===== src/hw/rtl/tft_pkg.sv =====
// Shared types and constants of the TCP flow table responder.
// No dependencies; imported by every other file of the block but tft_stream_if.
`timescale 1ns / 1ps
package tft_pkg;

    localparam logic [1:0] OP_CLIENT = 2'd0;
    localparam logic [1:0] OP_SDATA  = 2'd1;
    localparam logic [1:0] OP_SFAIL  = 2'd2;
    localparam logic [1:0] OP_TICK   = 2'd3;

    localparam logic [1:0] ACT_PKT    = 2'd0;
    localparam logic [1:0] ACT_FWD    = 2'd1;
    localparam logic [1:0] ACT_CLOSED = 2'd2;

    localparam logic [7:0] F_FIN = 8'h01;
    localparam logic [7:0] F_SYN = 8'h02;
    localparam logic [7:0] F_RST = 8'h04;
    localparam logic [7:0] F_PSH = 8'h08;
    localparam logic [7:0] F_ACK = 8'h10;

    localparam logic [7:0] PROTO_TCP = 8'd6;

    localparam logic [1:0] REG_IDLE_LIMIT  = 2'd0;
    localparam logic [1:0] REG_WINDOW_SIZE = 2'd1;
    localparam logic [1:0] REG_INITIAL_SEQ = 2'd2;

    localparam logic [15:0] IDLE_LIMIT_RST  = 16'd120;
    localparam logic [15:0] WINDOW_SIZE_RST = 16'd65535;
    localparam logic [31:0] INITIAL_SEQ_RST = 32'd1;

    localparam int MAX_RESULTS = 64;
    localparam int CNT_W       = 7;

    typedef struct packed {
        logic [1:0]  operation;
        logic [31:0] src_addr;
        logic [31:0] dst_addr;
        logic [15:0] src_port;
        logic [15:0] dst_port;
        logic [7:0]  proto;
        logic [7:0]  seg_flags;
        logic [31:0] seq_num;
        logic [15:0] payload_len;
        logic [5:0]  conn_index;
        logic        server_ok;
        logic [31:0] now_time;
    } item_t;

    typedef struct packed {
        logic [1:0]  action;
        logic [5:0]  entry_index;
        logic [31:0] reply_src_addr;
        logic [31:0] reply_dst_addr;
        logic [15:0] reply_src_port;
        logic [15:0] reply_dst_port;
        logic [31:0] reply_seq;
        logic [31:0] reply_ack;
        logic [7:0]  reply_flags;
        logic [15:0] reply_window;
        logic [15:0] out_len;
        logic        last_result;
    } result_t;

    typedef struct packed {
        logic [1:0]  index;
        logic [31:0] value;
    } cfg_beat_t;

    typedef struct packed {
        logic [31:0] src_addr;
        logic [31:0] dst_addr;
        logic [15:0] src_port;
        logic [15:0] dst_port;
        logic [31:0] exp_seq;
        logic [31:0] our_seq;
        logic [31:0] last_seen;
    } entry_t;

    typedef enum logic [3:0] {
        ST_IDLE,
        ST_DISPATCH,
        ST_SCAN_RD,
        ST_SCAN_CMP,
        ST_DECIDE,
        ST_CLOSE,
        ST_DACK,
        ST_SRV_CAP,
        ST_SRV_ACT,
        ST_TICK_RD,
        ST_TICK_CMP,
        ST_TICK_LAST
    } state_t;

    typedef enum logic [3:0] {
        RES_SYNACK,
        RES_RSTACK,
        RES_CFIN,
        RES_CLOSED,
        RES_FWD,
        RES_DACK,
        RES_PSH,
        RES_SFIN,
        RES_PEND
    } res_t;

    typedef enum logic [2:0] {
        WR_NONE,
        WR_SYN,
        WR_SEEN,
        WR_DATA,
        WR_PSH
    } wr_t;

    typedef enum logic [1:0] {
        U_NONE,
        U_SYN,
        U_CLR_HIT,
        U_CLR_SCAN
    } used_t;

    typedef struct packed {
        logic  load;
        logic  scan_init;
        logic  srv_sel;
        logic  rd_scan;
        logic  cmp;
        logic  idx_inc;
        logic  cap_ent;
        logic  tick_free;
        logic  emit;
        res_t  res;
        logic  last;
        wr_t   wr;
        used_t used;
    } cmd_t;

    typedef struct packed {
        logic [1:0] op;
        logic       proto_tcp;
        logic       syn;
        logic       fin;
        logic       rst_or_fin;
        logic       ok;
        logic       plen_zero;
        logic       ci_ok;
        logic       hit;
        logic       free_found;
        logic       match;
        logic       data_ok;
        logic       last_idx;
        logic       idx_used;
        logic       expired;
        logic       pend_valid;
        logic       cnt_full;
        logic       out_free;
    } status_t;

endpackage


===== src/hw/rtl/tft_ctrl.sv =====
// Sequencer of the flow table: decodes each item and steers the datapath.
// Depends on tft_pkg.
`timescale 1ns / 1ps
module tft_ctrl (
    input  logic             clk,
    input  logic             rst_n,
    input  logic             in_valid,
    output logic             in_ready,
    input  tft_pkg::status_t st,
    output tft_pkg::cmd_t    cmd
);
    import tft_pkg::*;

    state_t state_reg;
    state_t state_next;

    always_ff @(posedge clk or negedge rst_n)
    begin
        if (!rst_n)
        begin
            state_reg <= ST_IDLE;
        end
        else
        begin
            state_reg <= state_next;
        end
    end

    always_comb
    begin
        state_next = state_reg;
        cmd        = '0;
        cmd.res    = RES_CLOSED;
        cmd.wr     = WR_NONE;
        cmd.used   = U_NONE;
        in_ready   = 1'b0;
        case (state_reg)
            ST_IDLE:
            begin
                in_ready = 1'b1;
                if (in_valid)
                begin
                    cmd.load   = 1'b1;
                    state_next = ST_DISPATCH;
                end
            end
            ST_DISPATCH:
            begin
                case (st.op)
                    OP_CLIENT:
                    begin
                        if (st.proto_tcp)
                        begin
                            cmd.scan_init = 1'b1;
                            state_next    = ST_SCAN_RD;
                        end
                        else
                        begin
                            state_next = ST_IDLE;
                        end
                    end
                    OP_SDATA, OP_SFAIL:
                    begin
                        if (st.ci_ok && !(st.op == OP_SDATA && st.plen_zero))
                        begin
                            cmd.srv_sel = 1'b1;
                            state_next  = ST_SRV_CAP;
                        end
                        else
                        begin
                            state_next = ST_IDLE;
                        end
                    end
                    default:
                    begin
                        cmd.scan_init = 1'b1;
                        state_next    = ST_TICK_RD;
                    end
                endcase
            end
            ST_SCAN_RD:
            begin
                cmd.rd_scan = 1'b1;
                state_next  = ST_SCAN_CMP;
            end
            ST_SCAN_CMP:
            begin
                cmd.cmp = 1'b1;
                if (st.match || st.last_idx)
                begin
                    state_next = ST_DECIDE;
                end
                else
                begin
                    cmd.idx_inc = 1'b1;
                    state_next  = ST_SCAN_RD;
                end
            end
            ST_DECIDE:
            begin
                if (st.syn)
                begin
                    if (st.hit || !st.free_found)
                    begin
                        state_next = ST_IDLE;
                    end
                    else if (st.out_free)
                    begin
                        cmd.emit   = 1'b1;
                        cmd.res    = st.ok ? RES_SYNACK : RES_RSTACK;
                        cmd.last   = 1'b1;
                        cmd.wr     = WR_SYN;
                        cmd.used   = U_SYN;
                        state_next = ST_IDLE;
                    end
                end
                else if (!st.hit)
                begin
                    state_next = ST_IDLE;
                end
                else if (st.rst_or_fin)
                begin
                    if (!st.fin)
                    begin
                        state_next = ST_CLOSE;
                    end
                    else if (st.out_free)
                    begin
                        cmd.emit   = 1'b1;
                        cmd.res    = RES_CFIN;
                        state_next = ST_CLOSE;
                    end
                end
                else if (!st.data_ok)
                begin
                    cmd.wr     = WR_SEEN;
                    state_next = ST_IDLE;
                end
                else if (!st.ok)
                begin
                    state_next = ST_CLOSE;
                end
                else if (st.out_free)
                begin
                    cmd.emit   = 1'b1;
                    cmd.res    = RES_FWD;
                    cmd.wr     = WR_DATA;
                    state_next = ST_DACK;
                end
            end
            ST_CLOSE:
            begin
                if (st.out_free)
                begin
                    cmd.emit   = 1'b1;
                    cmd.res    = RES_CLOSED;
                    cmd.last   = 1'b1;
                    cmd.used   = U_CLR_HIT;
                    state_next = ST_IDLE;
                end
            end
            ST_DACK:
            begin
                if (st.out_free)
                begin
                    cmd.emit   = 1'b1;
                    cmd.res    = RES_DACK;
                    cmd.last   = 1'b1;
                    state_next = ST_IDLE;
                end
            end
            ST_SRV_CAP:
            begin
                cmd.cap_ent = 1'b1;
                state_next  = ST_SRV_ACT;
            end
            ST_SRV_ACT:
            begin
                if (st.out_free)
                begin
                    cmd.emit = 1'b1;
                    if (st.op == OP_SDATA)
                    begin
                        cmd.res    = RES_PSH;
                        cmd.last   = 1'b1;
                        cmd.wr     = WR_PSH;
                        state_next = ST_IDLE;
                    end
                    else
                    begin
                        cmd.res    = RES_SFIN;
                        state_next = ST_CLOSE;
                    end
                end
            end
            ST_TICK_RD:
            begin
                if (st.idx_used)
                begin
                    cmd.rd_scan = 1'b1;
                    state_next  = ST_TICK_CMP;
                end
                else if (st.last_idx)
                begin
                    state_next = ST_TICK_LAST;
                end
                else
                begin
                    cmd.idx_inc = 1'b1;
                end
            end
            ST_TICK_CMP:
            begin
                if (!st.expired)
                begin
                    if (st.last_idx)
                    begin
                        state_next = ST_TICK_LAST;
                    end
                    else
                    begin
                        cmd.idx_inc = 1'b1;
                        state_next  = ST_TICK_RD;
                    end
                end
                else if (!st.pend_valid || st.out_free)
                begin
                    cmd.emit      = st.pend_valid;
                    cmd.res       = RES_PEND;
                    cmd.tick_free = 1'b1;
                    cmd.used      = U_CLR_SCAN;
                    if (st.cnt_full || st.last_idx)
                    begin
                        state_next = ST_TICK_LAST;
                    end
                    else
                    begin
                        cmd.idx_inc = 1'b1;
                        state_next  = ST_TICK_RD;
                    end
                end
            end
            ST_TICK_LAST:
            begin
                if (!st.pend_valid)
                begin
                    state_next = ST_IDLE;
                end
                else if (st.out_free)
                begin
                    cmd.emit   = 1'b1;
                    cmd.res    = RES_PEND;
                    cmd.last   = 1'b1;
                    state_next = ST_IDLE;
                end
            end
            default:
            begin
                state_next = ST_IDLE;
            end
        endcase
    end

endmodule


===== config.mk =====
export PLATFORM = sky130hd
export DESIGN_NAME = tft_ctrl
export DESIGN_NICKNAME = d
export VERILOG_FILES = /design/src/hw/rtl/tft_pkg.sv /design/src/hw/rtl/tft_ctrl.sv
export SDC_FILE = /design/constraint.sdc
export NUM_CORES = 1
export LEC_CHECK = 0
export BUFFER_PORTS_ARGS = -buffer_cell sky130_fd_sc_hd__clkbuf_2
export CELL_PAD_IN_SITES_DETAIL_PLACEMENT = 0
export CELL_PAD_IN_SITES_GLOBAL_PLACEMENT = 1
export CORE_MARGIN = 2
export CORE_UTILIZATION = 33
export CTS_CLUSTER_DIAMETER = 100
export DETAILED_ROUTE_END_ITERATION = 10
export GPL_ROUTABILITY_DRIVEN = 0
export PLACE_DENSITY_LB_ADDON = 0.1
export RECOVER_POWER = 50
export SLEW_MARGIN = 20
export SYNTH_ARGS = -nofsm -noshare
export SYNTH_HDL_FRONTEND = slang
export SYNTH_SLANG_ARGS = --single-unit
export TNS_END_PERCENT = 20

===== constraint.sdc =====
create_clock -name clk -period 2.79 [get_ports clk]
set_input_delay 0.4185 -clock clk [delete_from_list [all_inputs] [get_ports clk]]
set_output_delay 0.4185 -clock clk [all_outputs]
set_load 0.01 [all_outputs]

==> results of run 1 <==
==> path summary, 6_finish.rpt <==
kind | start | endpoint | slack (ns) | cells past startpoint
worst max register to register | state_reg[1] | state_reg[0] | 0.73 | 5
worst min-delay path | st[3] | state_reg[1] | 0.50 | 3
worst min register to register | state_reg[3] | state_reg[3] | 0.81 | 2
worst max-delay path | state_reg[0] | cmd[8] | 0.23 | 5
max in group asynchronous | rst_n | state_reg[3] | 2.06 | 2
min in group asynchronous | rst_n | state_reg[0] | 0.55 | 2
==> power by group <==
group	leakage [uW]	switching, uW	internal, uW	total, uW
Clock	0.0000138	24.7	48.2	72.9
Combinational	0.000472	352	261	613
Sequential	0.0000518	113	84.7	198
==> final cells by class <==
type	instances	share of cell area
clock buffers	3	0.0199
flip-flops and latches	4	0.0885
repair buffers	42	0.184
inverters	9	0.0299
well taps	31	0.0343
multi-input cells	121	0.644
==> cell families after synthesis <==
family | Yosys count
buffers and inverters | 16
and+or+nand+nor | 66
adders and majority gates | 3
DFF | 4
AOI/OAI and AO/OA | 52
==> per-stage QoR <==
stage,setup WS (ns),hold WS (ns),cell area [sq um]
floorplan,0.900,0.123,908
global placement,0.450,0.228,1110
detailed placement,0.468,0.232,1110
CTS,0.211,0.499,1150
global route,0.0639,0.518,1130
finish,0.232,0.503,1130
==> worst max-delay path: stages, from the launching register on <==
cell,delay [ns]
dfrtp_1,0.58
nor2_4,0.29
nand3_1,0.22
nor4_1,0.44
o21a_1,0.22
clkbuf_2,0.13
==> cells in the mapped netlist (3+ instances only) <==
cell and n:
a21o_1 3, a21oi_1 6, a31oi_1 4, buf_2 3, dfrtp_1 4, ha_1 3, inv_1 9, nand2_1 13
nand3_1 4, nor2_1 21, nor2b_1 5, nor4_1 3, o21a_1 5, o21ai_0 16
==> routing by layer <==
metal	up-vias	share of wire	GRT usage
li1	599	-	-
met1	533	0.47	0.253
met2	53	0.45	0.281
met3	6	0.066	0.0323
met4	0	0.018	0.0816
met5	-	0	0
==> run metrics, run 1 <==
diode count=0; Yosys top cell by area=dfrtp_1; total core area=2690 sq um; # IOs=between 40 and 50; first-pass GRT wire length=around 4700 microns; initial antenna violation count=0; fin util=0.421; Syn Inst Count=approximately 140; Final setup viols=0; Non-Filler Instances=between 200 and 250; Fmax achieved=~390 MHz; worst vdd ir=roughly 330 uV; flip-flop count of the largest register, all copies and words added=4; Net Count, Synth=166; worst-path maximum fanout=19; Post-synth EDFFs=0; Die Span X=56.5 microns; Overall Power=slightly below 900 uW; max-cap violations=0; leading post-synthesis cells by cell area=dfrtp_1 11%, o21ai_0 8.8%, nor2_1 8.7%; final hold violations=0; status=completed; Pleak=~0.00054 uW; compound-gate portion of the synthesized area=0.377; later-pin clock latency in the skew report=0.24 ns; NumNets Final=just over 200; clk root buf=clkbuf_4; clock sinks=4; die height=about 56 microns; synth-to-layout area growth=24.5%; total number of vias=about 1,200; FF+latch count, synth=4; post-CTS sizing=0; Max-slew headroom=0.610; drt drc=0; yosys warns=0; CP required=2.37 ns; Iter 0 DRT Violations=31; # port buffers=41; commonest cells after routing, fill and taps aside=35 x clkbuf_2, 21 x nor2_1, 16 x o21ai_0, 13 x nand2_1, 9 x inv_1; main combinational cell family by area after synthesis=simple AND/OR/NAND/NOR gates; min Tclk post-route=between 2 and 3 ns; sequential area share after synthesis=0.110; Total Wirelength=about 3000 microns; Crit Path Category=flip-flop to output pin; FP Rows=19; Syn Area/Cell=between 6 and 7 sq um; Reg clk slew, reported paths=roughly 0.040 ns; asr flop ratio synth=1.00; TritonCTS buffer count=3; Starting Density=0.338; Inst Count DP=between 200 and 250; Synth Area in Simple Gates=0.393; wire per inst=~14 microns; HP Class=input pin to flip-flop; fillers=295; synthesized cell area=~900 sq um; fraction of layout cells with a size suffix above 1=0.240; final worst-path cycle share=0.917; buffer depth of the longest clock path=2; drt pass-1 iters=4; H-tree depth=1; Antenna Nets Post-Route=0; Setup TNS Final=0 ns; clock skew=~0.0012 ns; gr ovfl total=0; Register Area=between 100 and 150 sq um; PD cells=781 nW/um^2; adder-cell share of the synthesized area=0.0413; Most used DFF post-synth=dfrtp_1; largest net degree at the start of global routing=20; post-synth top area share=0.110; postcts setup bufs=0; most common cell after layout, fill and taps aside=clkbuf_2; area occupied by multi-input gates=728 sq um; count of cell types in the netlist=between 40 and 50; Synth Area in XOR/XNOR=0; hpwl dp=2350 microns; crit end category=output pin; cts-stage hold buffer count=1; die area=about 3200 sq um; CTS tree=yes; RSZ-0062 raised after global routing=false; vias in the first global route=approximately 1,100; crit path DAT=between 2 and 2.5 ns; startpoint types=flip-flop; via-per-instance ratio=5.67; mux contribution to synthesized area=0; Overall Global Routing Usage=0.184; worst-margin pin slew=just under 0.6 ns; Slew Viols, Final=0
Power figures use the tool's default switching activity.
==> run 2, diff against run 1 <==
- CELL_PAD_IN_SITES_DETAIL_PLACEMENT: 0 -> not set
- CELL_PAD_IN_SITES_GLOBAL_PLACEMENT: 1 -> not set
- CORE_UTILIZATION: 33 -> 52
- CTS_BUF_LIST: not set -> sky130_fd_sc_hd__clkbuf_4 sky130_fd_sc_hd__clkbuf_8
- PLACE_DENSITY: not set -> 0.88
- PLACE_DENSITY_LB_ADDON: 0.1 -> not set
==> run metrics, run 2 (same netlist as run 1, synthesis figures left out) <==
crit path DAT=2.14 ns (about the same); total core area=1690 sq um (was 2690 sq um); gr ovfl total=0 (unchanged); drt drc=0 (unchanged); fillers=169 (was 295); min Tclk post-route=2.56 ns (about the same); Die Span X=45.8 microns (was 56.5 microns); FF-to-FF path depth=5 (unchanged); worst vdd ir=441 uV (was 327 uV); met2 Track Usage GR=0.456 (was 0.281); later-pin clock latency in the skew report=0.24 ns (about the same); # IOs=42 (unchanged); Overall Power=882 uW (was 884 uW); clk root buf=clkbuf_4 (unchanged); Max-slew headroom=0.611 (was 0.610); hold slack=0.522 ns (was 0.503 ns); # port buffers=41 (unchanged); RSZ-0062 raised after global routing=false (unchanged); hpwl dp=2280 microns (was 2350 microns); Final setup viols=0 (unchanged); final hold violations=0 (unchanged); clock sinks=4 (unchanged); drt pass-1 iters=4 (unchanged); total number of vias=1,212 (was 1,191); Pleak=0.000538 uW (about the same); Antenna Nets Post-Route=0 (unchanged); commonest cells after routing, fill and taps aside=35 x clkbuf_2, 21 x nor2_1, 16 x o21ai_0, 13 x nand2_1, 9 x inv_1 (unchanged); GR Util met3=0.0516 (was 0.0323); Reg clk slew, reported paths=0.04 ns (about the same); FP Rows=15 (was 19); Slew Viols, Final=0 (unchanged); fraction of layout cells with a size suffix above 1=0.240 (unchanged); TritonCTS buffer count=3 (unchanged); placed cell area=1100 sq um (was 1110 sq um); wire per inst=14.3 microns (was 14.1 microns); clock skew=0.00555 ns (was 0.00122 ns); CP required=2.37 ns (about the same); H-tree depth=1 (unchanged); Setup TNS Final=0 ns (unchanged); startpoint types=flip-flop (unchanged); Overall Global Routing Usage=0.284 (was 0.184); NumNets Final=206 (unchanged); initial antenna violation count=0 (unchanged); Starting Density=0.538 (was 0.338); vias in the first global route=1,023 (was 1,053); Fmax achieved=390 MHz (was 391 MHz); Crit Path Category=flip-flop to output pin (unchanged); Iter 0 DRT Violations=78 (was 31); worst-margin pin slew=0.577 ns (was 0.585 ns); first-pass GRT wire length=4370 microns (was 4690 microns); synth-to-layout area growth=22.6% (was 24.5%); Inst Count DP=192 (was 206); largest net degree at the start of global routing=20 (unchanged); die height=45.8 microns (was 56.5 microns); PD cells=792 nW/um^2 (was 781 nW/um^2); Total Wirelength=2800 microns (was 2970 microns); crit end category=output pin (unchanged); most common cell after layout, fill and taps aside=clkbuf_2 (unchanged); max-cap violations=0 (unchanged); diode count=0 (unchanged); design area=1110 sq um (was 1130 sq um); die area=2100 sq um (was 3190 sq um); hold depth=3 (unchanged); Global Route met1 Usage=0.367 (was 0.253); final worst-path cycle share=0.919 (was 0.917); flip-flop count of the largest register, all copies and words added=4 (unchanged); Non-Filler Instances=196 (was 210); HP Class=input pin to flip-flop (unchanged); worst-path maximum fanout=19 (unchanged); CTS tree=yes (unchanged); status=completed (unchanged); via-per-instance ratio=6.18 (was 5.67); GRT Max-Usage Layer=met2 (unchanged); buffer depth of the longest clock path=2 (unchanged)
==> run 2: cell counts in the layout (fill, tap and decap cells not counted) <==
Identical to the previous run, type by type.
==> run 2: through the flow <==
step | setup WS (ns) | util
5_1_grt | 0.124 | 0.659
4_1_cts | 0.249 | 0.669
2_1_floorplan | 0.900 | -
3_5_place_dp | 0.519 | 0.650
3_3_place_gp | 0.615 | 0.650
6_report | 0.227 | 0.659
==> run 2: cell type report <==
class                      instances  area [sq um]  area share
multi-input combinational        121           728       0.654
timing repair buffer              42           208       0.187
sequential                         4           100      0.0899
inverter                           9          33.8      0.0303
clock buffer                       3          22.5      0.0202
tap                               17          21.3      0.0191
==> run 2: final timing paths <==
check | from | endpoint | slack, ns
min in group asynchronous | rst_n | state_reg[1] | 0.54
max reg2reg | state_reg[1] | state_reg[0] | 0.73
min reg2reg | state_reg[3] | state_reg[3] | 0.81
max in group asynchronous | rst_n | state_reg[2] | 2.06
max | state_reg[0] | cmd[8] | 0.23
min | st[3] | state_reg[1] | 0.52
==> run 2: worst max-delay path, cell delays in order (launching register included) <==
cell      delay [ns]
dfrtp_1         0.57
nor2_4          0.28
nand3_1         0.22
nor4_1          0.49
o21a_1          0.21
clkbuf_2        0.12
==> run 2: per-layer routing <==
metal | up-vias | part of all wire
met3 | 8 | 0.094
met1 | 528 | 0.40
met5 | - | 0
met2 | 79 | 0.49
met4 | 0 | 0.015
li1 | 597 | -
==> run 2: power breakdown <==
group	total [uW]	internal [uW]	switching [uW]
Combinational	618	262	355
Clock	73.4	48.2	25.2
Sequential	191	84.8	106
Total	882	395	487
==> run 2: what timing repair did <==
item                                   CTS  global route
gates resized for setup                  0             0
setup endpoints to repair                0             0
hold buffers                             1             0
endpoints found under the hold margin    4             0
buffers inserted                         0             0
